### src/design/fccm_pkg.sv
`default_nettype none
package fccm_pkg;

  localparam int DEF_CLUSTERS = 4096;
  localparam int CLUSTER_W    = 12;
  localparam int COUNT_OUT_W  = 13;

  localparam logic [1:0] MODE_ALLOC = 2'd0;
  localparam logic [1:0] MODE_LINK  = 2'd1;
  localparam logic [1:0] MODE_FREE  = 2'd2;
  localparam logic [1:0] MODE_READ  = 2'd3;

  localparam logic [1:0] TAG_UNUSED   = 2'd0;
  localparam logic [1:0] TAG_RESERVED = 2'd1;
  localparam logic [1:0] TAG_LAST     = 2'd2;
  localparam logic [1:0] TAG_LINKED   = 2'd3;

  localparam logic [1:0] ST_OK     = 2'd0;
  localparam logic [1:0] ST_FULL   = 2'd1;
  localparam logic [1:0] ST_BROKEN = 2'd2;

  typedef struct packed {
    logic [1:0]           mode;
    logic [CLUSTER_W-1:0] cluster;
    logic [CLUSTER_W-1:0] next_cluster;
    logic                 mark_last;
  } req_t;

  typedef struct packed {
    logic [CLUSTER_W-1:0]   result_cluster;
    logic [1:0]             result_tag;
    logic [1:0]             status;
    logic [COUNT_OUT_W-1:0] free_count;
    logic [COUNT_OUT_W-1:0] freed_count;
  } rsp_t;

  // controller -> datapath
  typedef struct packed {
    logic clr_wr;
    logic load;
    logic rd;
    logic alloc_take;
    logic step_ptr;
    logic link_wr;
    logic read_res;
    logic walk_free;
    logic walk_ok;
    logic walk_next;
    logic out_load;
  } cmd_t;

  // datapath -> controller
  typedef struct packed {
    logic [1:0] mode;
    logic       none_free;
    logic       ptr_oor;
    logic [1:0] rd_tag;
    logic       clr_last;
    logic       out_busy;
  } sts_t;

endpackage
`default_nettype wire

### src/design/fccm_ctrl.sv
`default_nettype none
module fccm_ctrl
  import fccm_pkg::*;
(
  input  wire logic clk,
  input  wire logic rst,
  input  wire logic req_valid,
  output logic      req_ready,
  input  wire sts_t sts,
  output cmd_t      cmd
);

  typedef enum logic [5:0] {
    S_CLEAR = 6'b000001,
    S_IDLE  = 6'b000010,
    S_START = 6'b000100,
    S_RD    = 6'b001000,
    S_CHK   = 6'b010000,
    S_FIN   = 6'b100000
  } state_t;

  state_t state, state_next;

  always_ff @(posedge clk) begin
    if (rst) begin
      state <= S_CLEAR;
    end else begin
      state <= state_next;
    end
  end

  assign req_ready = (state == S_IDLE);

  always_comb begin
    state_next = state;
    cmd        = '0;
    unique case (state)
      S_CLEAR: begin
        cmd.clr_wr = 1'b1;
        if (sts.clr_last) state_next = S_IDLE;
      end
      S_IDLE: begin
        if (req_valid) begin
          cmd.load   = 1'b1;
          state_next = S_START;
        end
      end
      S_START: begin
        // out-of-range pointer or full table answers with the defaults set at load
        if (sts.mode == MODE_ALLOC) begin
          state_next = sts.none_free ? S_FIN : S_RD;
        end else begin
          state_next = sts.ptr_oor ? S_FIN : S_RD;
        end
      end
      S_RD: begin
        cmd.rd     = 1'b1;
        state_next = S_CHK;
      end
      S_CHK: begin
        unique case (sts.mode)
          MODE_ALLOC: begin
            if (sts.rd_tag == TAG_UNUSED) begin
              cmd.alloc_take = 1'b1;
              state_next     = S_FIN;
            end else begin
              cmd.step_ptr = 1'b1;
              state_next   = S_RD;
            end
          end
          MODE_LINK: begin
            cmd.link_wr = 1'b1;
            state_next  = S_FIN;
          end
          MODE_FREE: begin
            case (sts.rd_tag) inside
              TAG_UNUSED, TAG_RESERVED: begin
                state_next = S_FIN;
              end
              TAG_LAST: begin
                cmd.walk_free = 1'b1;
                cmd.walk_ok   = 1'b1;
                state_next    = S_FIN;
              end
              default: begin
                cmd.walk_free = 1'b1;
                cmd.walk_next = 1'b1;
                state_next    = S_START;
              end
            endcase
          end
          default: begin
            cmd.read_res = 1'b1;
            state_next   = S_FIN;
          end
        endcase
      end
      S_FIN: begin
        // hold the result until the output register frees up
        if (!sts.out_busy) begin
          cmd.out_load = 1'b1;
          state_next   = S_IDLE;
        end
      end
      default: begin
        state_next = S_CLEAR;
      end
    endcase
  end

endmodule
`default_nettype wire

### config.mk
export PLATFORM = sky130hd
export DESIGN_NAME = fccm_ctrl
export DESIGN_NICKNAME = d
export VERILOG_FILES = /design/src/design/fccm_pkg.sv /design/src/design/fccm_ctrl.sv
export SDC_FILE = /design/constraint.sdc
export NUM_CORES = 1
export LEC_CHECK = 0
export BUFFER_PORTS_ARGS = -buffer_cell sky130_fd_sc_hd__buf_2
export CORE_AREA = 2 2 39 41
export DETAILED_ROUTE_END_ITERATION = 10
export DIE_AREA = 0 0 41 43
export HOLD_SLACK_MARGIN = 0.15
export PLACE_DENSITY = 0.74
export SETUP_SLACK_MARGIN = 0.4
export SYNTH_ARGS = -nofsm -noshare
export SYNTH_HDL_FRONTEND = slang
export SYNTH_SLANG_ARGS = --single-unit
### constraint.sdc
create_clock -name clk -period 4.2 [get_ports clk]
set_input_delay 0.84 -clock clk [delete_from_list [all_inputs] [get_ports clk]]
set_output_delay 0.84 -clock clk [all_outputs]
set_load 0.05 [all_outputs]
======== Word-level counts from Yosys, hierarchy flattened ========
Cells that the tools add are included.
Widths: inputs -> output; s select.
word-level totals
  register bits ........................... 6
  bits in latches ......................... 0
  RAM bits ................................ 0
  ROM bits ................................ 0
  logic and storage cells ................. 48
  memories kept ........................... 0
cells by class
  add/sub/neg operators ................... 0
  multipliers ............................. 0
  divide/modulo/power cells ............... 0
  order comparisons ....................... 0
  equal/unequal tests ..................... 13
  shift-type cells ........................ 0
  mux-type cells .......................... 29
  bitwise operators ....................... 0
  reductions and logical operators ........ 5
operators by type and width
  kind                count
  $mux 6              9
  $pmux 6 s6          1
  $mux 1              15
  $pmux 6 s2          1
  $mux 7              1
  $eq 6x1->1 const B  1
  $eq 6x2->1 const B  1
  $eq 6x3->1 const B  1
  $eq 6x4->1 const B  1
  $eq 6x5->1 const B  1
  $eq 6x6->1 const B  1
  $ne 2x2->1 const B  3
  $eq 2x1->1 const B  2
  $eq 2x2->1 const B  2
  $logic_not 2->1     2
  $mux 3              1
  $reduce_and 3->1    1
  $reduce_or 3->1     1
  $mux 2              1
  $reduce_or 2->1     1

======== Longest topological paths before layout ========
Gate-level depths: netlist of the first run.
  depth after elaboration ................. 5
  mapped depth ............................ 4
  gate-level depth less buffers ........... 4

======== Worst setup path after synthesis of the first run ========
OpenSTA, ideal clock, no wires.
  path kind ............................... input -> output
  start point ............................. input sts[7] (netlist bit)
  end point ............................... output cmd[7] (netlist bit)
  data arrival time ....................... 2135 ps
  required time ........................... 3360 ps
  setup slack ............................. 1225 ps
  stages on the path ...................... 3
  cell sequence ........................... nor2_1 nand2_1 nor3_1
RTL lines
  element      RTL line         source
  from (decl)  fccm_ctrl.sv:9   input wire sts_t sts,
  to (decl)    fccm_ctrl.sv:10  output cmd_t cmd

==> metrics.txt, run 1 <==
Hold Crit Endpoint=state[0]; synth unique cells=29; Buf/Inv on CP=2; cell mode on critical path=buf_2; total setup buffers inserted after CTS=0; Ports=23; Most flops, register=state; total gr overflow=0; kind of cell adding the most delay to the critical path=simple AND/OR/NAND/NOR gates; top flop regs=state (6); Slew Limit Fails=0; Worst-Margin Slew=between 300 and 400 ps; Nets=94; register area share after synthesis=a little over a quarter; RSZ-0062 raised after global routing=false; CTS Root Cell=clkbuf_4; worst path cell trace=buf_2, and3b_1, and4b_2, and2_4, buf_2; Worst-path clk slew=approximately 50 ps; Final Critical Period=between 2000 and 3000 ps; Area Growth Syn to Fin=33.70%; Max transition margin=around three quarters; register bit total from synthesis=6; Setup Skew=around 6.4 ps; ratio of cells with drive above 1 in the final layout=between 30% and 40%; power density cells=between 200 and 300 mW/mm²; Ant. Diodes=0; status=finished, final reports clean; post-CTS resize count=0; commonest non-fill, non-tap cell in the layout=buf_2; Core ar.=around 0.0014 mm²; LEAKAGE=between 0.3 and 0.4 nW; FF-to-FF setup slack=2780 ps; Max Clk Rate=roughly 380 MHz; H-tree levels=1; DRC=0; CP endpoint kind=output pin; Clk Latency, worst-skew pair=250 ps; vias in the first global route=roughly 430; Starting Density=roughly a third; hold buffers post-CTS=0; Max clock buf depth=2; Ys Warns=0; FF-to-FF End=state[3]; largest net degree at the start of global routing=8; Worst EP required=between 3000 and 4000 ps; via total after detailed routing=500; GPL Wtd Cong=between 0.7 and 0.8; CP max stage delay=250 ps; Min Hold Slack=576.0 ps; setup total negative slack=0 ps; Detailed Routing Iterations Pass 1=4; Worst VDD drop=~0.00015 V; Syn Area/Cell=~8 µm²; Syn Std Cell Area=around 450 µm²; Hold Fails Final Rpt=0; critical path type=input pin to output pin; Syn Inst Count=56; WL final=between 1000 and 1500 µm; CP Max Fanout=5; Die Wd=~41 µm; most frequent cells in the layout=buf_2, nor2_1, dfxtp_1; Worst EP arrival=between 1500 and 2000 ps; CTS tree=built; Final HPWL DP=around 900 µm; worst hold-check path type=flop to flop; CTS Buf Count=3; clock sink count=6; initial antenna violation count=0; GRT Total Usage=14.26%; die height=about 43 µm; critical-path cell with the highest stage delay=buf_2; die area=around 0.0018 mm²; vias per cell=approximately 5.2; Worst R2R Path Depth=4; part of the cycle the worst path needs=62.82%; Max-cap violations=0; FP Rows=14; Worst Hold Path Cells=2; first-pass GRT wire length=about 1700 µm; Final Setup Violations=0; average wire per cell in the routed design=11.30 µm; Syn Nets=67; Iter 0 DRT Violations=4; antenna-violating nets left=0; worst hold start=state[4]; max reg flops=6; port bufs=22; startpoint types=input pin; Crit Reg-Reg Startpoint=state[0]
synth_stat cells:
cell | count | area, µm²
nand4b_1 | 2 | 17.52
and4b_2 | 1 | 11.26
nor2b_1 | 1 | 6.260
maj3_1 | 1 | 10.01
xor2_1 | 1 | 8.760
a31oi_1 | 2 | 12.51
nand2_1 | 4 | 15.01
mux2i_1 | 1 | 10.01
nor2_1 | 6 | 22.52
and3b_1 | 2 | 17.52
nand4_1 | 1 | 6.260
a211oi_1 | 1 | 7.510
and4b_1 | 1 | 10.01
and2_1 | 2 | 12.51
a21oi_1 | 3 | 15.01
o31ai_1 | 1 | 7.510
nor4b_1 | 1 | 8.760
nor4_4 | 1 | 21.27
o21ai_1 | 1 | 5.000
nor3_1 | 3 | 15.01
and2_4 | 1 | 8.760
and3_1 | 3 | 18.77
dfxtp_1 | 6 | 120.1
and2_2 | 1 | 7.510
inv_1 | 5 | 18.77
o211ai_1 | 1 | 7.510
nor4b_2 | 1 | 15.01
or2_2 | 1 | 6.260
o21ba_1 | 1 | 10.01
layer usage:
metal	vias to the layer above	routed length, µm	GRT usage, %	share of wire (%)
met5	-	0	0	0
met4	0	16	6.000	1.5
met3	3	75	3.141	6.8
met2	23	474	21.25	43
met1	218	530	18.97	48
li1	256	-	-	-
through the flow:
| step | power (mW) | instance area [µm²] | utilization [%] | instances | setup WS, ps |
|---|---|---|---|---|---|
| 3_3_place_gp | 0.1261 | 583.1 | 42.13 | 94 | 1585 |
| 3_5_place_dp | 0.1274 | 583.1 | 42.13 | 94 | 1564 |
| 2_1_floorplan | 0.1111 | 452.9 | - | 56 | 1225 |
| 6_report | 0.1803 | 605.6 | 43.76 | 97 | 1562 |
| 4_1_cts | 0.1829 | 605.6 | 43.76 | 97 | 1561 |
| 5_1_grt | 0.1911 | 605.6 | 43.76 | 97 | 1459 |
worst reg2reg max path: stages (launching register included):
cell      delay [ps]
dfxtp_1          360
nor4_4           360
and3b_1          310
o211ai_1         140
a21oi_1          170
layout make-up:
| cell class | count | area [µm²] |
|---|---|---|
| Clock buffer | 3 | 22.52 |
| Fill cell | 145 | 778.2 |
| Multi-Input combinational cell | 45 | 314.1 |
| Timing Repair Buffer | 22 | 110.1 |
| Inverter | 5 | 18.77 |
| Sequential cell | 6 | 120.1 |
| Tap cell | 16 | 20.02 |
worst max-delay path by stage:
stage | end | start | cells after the start | slack [ps]
2_1_floorplan | cmd[7] | sts[7] | 3 | 1220
3_3_place_gp | cmd[1] | sts[6] | 5 | 1590
3_5_place_dp | cmd[1] | sts[6] | 5 | 1560
4_1_cts | cmd[1] | sts[6] | 5 | 1560
5_1_grt | cmd[6] | state[0] | 5 | 1460
6_report | cmd[1] | sts[6] | 5 | 1560
cells by family after synthesis:
kind of cell | after synthesis | synth area share, %
adders and majority gates | 1 | 2.210
buffers and inverters | 5 | 4.144
muxes | 1 | 2.210
and+or+nand+nor | 32 | 48.62
AOI/OAI and AO/OA | 10 | 14.36
xor gates and xnor gates | 1 | 1.934
DFF | 6 | 26.52
report_power, final:
part | switching [mW] | total [mW] | internal (mW)
Sequential | 0.00755 | 0.0687 | 0.0611
Combinational | 0.0338 | 0.0573 | 0.0234
Clock | 0.0219 | 0.0543 | 0.0324
(Power assumes the default switching activity.)
==> inputs of run 2 (changes only) <==
clock period = 2.5 ns   (was 4.2 ns; I/O delays follow)
==> metrics.txt, run 2 (synthesis gave the netlist of run 1 again) <==
Post-DP Area=593.1 µm² (was 583.1 µm²); Worst R2R Path Depth=6 (was 4); LEAKAGE=0.3549 nW (was 0.3341 nW); Worst VDD drop=0.0003019 V (was 0.0001471 V); antenna-violating nets left=0 (unchanged); Setup Skew=0.1168 ps (was 6.447 ps); commonest non-fill, non-tap cell in the layout=buf_2 (unchanged); Most flops, register=state (unchanged); top flop regs=state (6) (unchanged); Sequential Power Share=36.6% (was 38.1%); Slew Limit Fails=0 (unchanged); Iter 0 DRT Violations=17 (was 4); GRT Total Usage=16.05% (was 14.26%); Worst EP arrival=1630 ps (was 1800 ps); initial antenna violation count=0 (unchanged); FF-to-FF setup slack=1080 ps (was 2780 ps); critical path type=flop to output pin (was input pin to output pin); clock power share=29.9% (was 30.1%); post-route cell area=685.7 µm² (was 605.6 µm²); first-pass GRT wire length=1945 µm (was 1738 µm); average wire per cell in the routed design=12.37 µm (was 11.30 µm); status=finished, final reports clean (unchanged); max reg flops=6 (unchanged); WL final=1237 µm (was 1096 µm); Worst Hold Path Cells=2 (unchanged); part of the cycle the worst path needs=~85%; vias in the first global route=486 (was 432); fillers=139 (was 145); clock sink count=6 (unchanged); GPL Wtd Cong=0.7997 (was 0.7459); P_int=0.2043 mW (was 0.1169 mW); Nets=97 (was 94); most frequent cells in the layout=buf_2, buf_6, inv_1 (was buf_2, nor2_1, dfxtp_1); CTS Root Cell=clkbuf_4 (unchanged); Net Sw Power=0.1121 mW (was 0.06333 mW); Max clock buf depth=2 (unchanged); largest net degree at the start of global routing=8 (unchanged); port bufs=22 (unchanged); Area Growth Syn to Fin=51.38% (was 33.70%); die height=43 µm (unchanged); Detailed Routing Iterations Pass 1=4 (unchanged); Ports=23 (unchanged); total gr overflow=0 (unchanged); Die Wd=41 µm (unchanged); ratio of cells with drive above 1 in the final layout=50.00% (was 38.27%); CTS Buf Count=3 (unchanged); Hold Fails Final Rpt=0 (unchanged); power density cells=461.6 mW/mm² (was 297.7 mW/mm²); worst hold-check path type=input pin to flop (was flop to flop); startpoint types=flop (was input pin); Starting Density=32.73% (unchanged); area occupied by registers=123.9 µm² (was 120.1 µm²); Max Clk Rate=~470 MHz; Core ar.=0.001384 mm² (unchanged); Max-cap violations=0 (unchanged); worst path cell trace=nor4_4, and3b_2, nand2_1, nor3_2, buf_6 (was buf_2, and3b_1, and4b_2, and2_4, buf_2); FP Rows=14 (unchanged); total power=0.3165 mW (was 0.1803 mW); via total after detailed routing=518 (was 500); switching share of power=35.43% (was 35.13%); Final HPWL DP=865.4 µm (was 880.9 µm); Final Setup Violations=0 (unchanged); Worst EP required=2000 ps (was 3360 ps); CP endpoint kind=output pin (unchanged); Comb power frac=33.4% (was 31.8%); Max transition margin=77.67% (was 76.87%); Ant. Diodes=0 (unchanged); DRC=0 (unchanged); Worst-Margin Slew=334.6 ps (was 345.7 ps); critical-path cell with the highest stage delay=dfxtp_2 (was buf_2); Final Critical Period=~2100 ps; Clk Latency, worst-skew pair=250 ps (about the same); multi-input logic area=327.8 µm² (was 314.1 µm²); CTS tree=built (unchanged); RSZ-0062 raised after global routing=true (was false); H-tree levels=1 (unchanged); setup total negative slack=0 ps (unchanged); CP max stage delay=350 ps (was 250 ps); vias per cell=5.180 (was 5.155); CP Max Fanout=6 (was 5); die area=0.001763 mm² (unchanged); Worst-path clk slew=50 ps (about the same)
## run 2: area by class of cell
| type | instances | area share (%) |
|---|---|---|
| timing repair buffer | 25 | 25.18 |
| tap | 16 | 2.920 |
| sequential | 6 | 18.07 |
| clock buffer | 3 | 3.285 |
| multi-input combinational | 45 | 47.81 |
| inverter | 5 | 2.737 |
## run 2: what timing repair did
item	in CTS	in global routing
endpoints found under the setup margin	7	8
pin swaps	2	2
setup buffers	1	2
gates resized for setup	14	4
hold buffers	0	0
## run 2: final timing paths
| path | from | endpoint |
|---|---|---|
| max | state[1] | cmd[7] |
| min | rst | state[3] |
| max reg2reg | state[1] | state[2] |
| min reg2reg | state[4] | state[0] |
## run 2: routing by layer
layer	GRT usage, %	up-vias	share of wire [%]
li1	-	265	-
met1	17.95	226	42
met2	27.81	27	49
met3	6.283	0	8.6
met4	2.000	0	0
met5	0	-	0
## run 2: critical path, delay by kind of cell (launching register included)
family	cells	cell delay [ps]
AND/OR/NAND/NOR	4	840
flip-flops	1	350
buffers and inverters	1	180
## run 2: per-stage QoR
step                utilization, %  hold WS [ps]  worst slack [ps]  std cells
global placement             42.86         593.5             530.1         94
finish                       49.55         452.6             365.4        100
global route                 49.55         457.1             282.4        100
detailed placement           42.86         581.2             525.0         94
floorplan                        -         545.0             397.5         56
CTS                          47.47         440.1             373.8         98
## run 2: power groups by stage
| stage | clock network (mW) | logic, mW | registers (mW) |
|---|---|---|---|
| 4_1_cts | 0.0972 | 0.102 | 0.115 |
| 3_5_place_dp | 0 | 0.0977 | 0.116 |
| 3_3_place_gp | 0 | 0.0972 | 0.115 |
| 6_report | 0.0948 | 0.106 | 0.116 |
| 2_1_floorplan | 0 | 0.0727 | 0.114 |
| 5_1_grt | 0.103 | 0.116 | 0.117 |
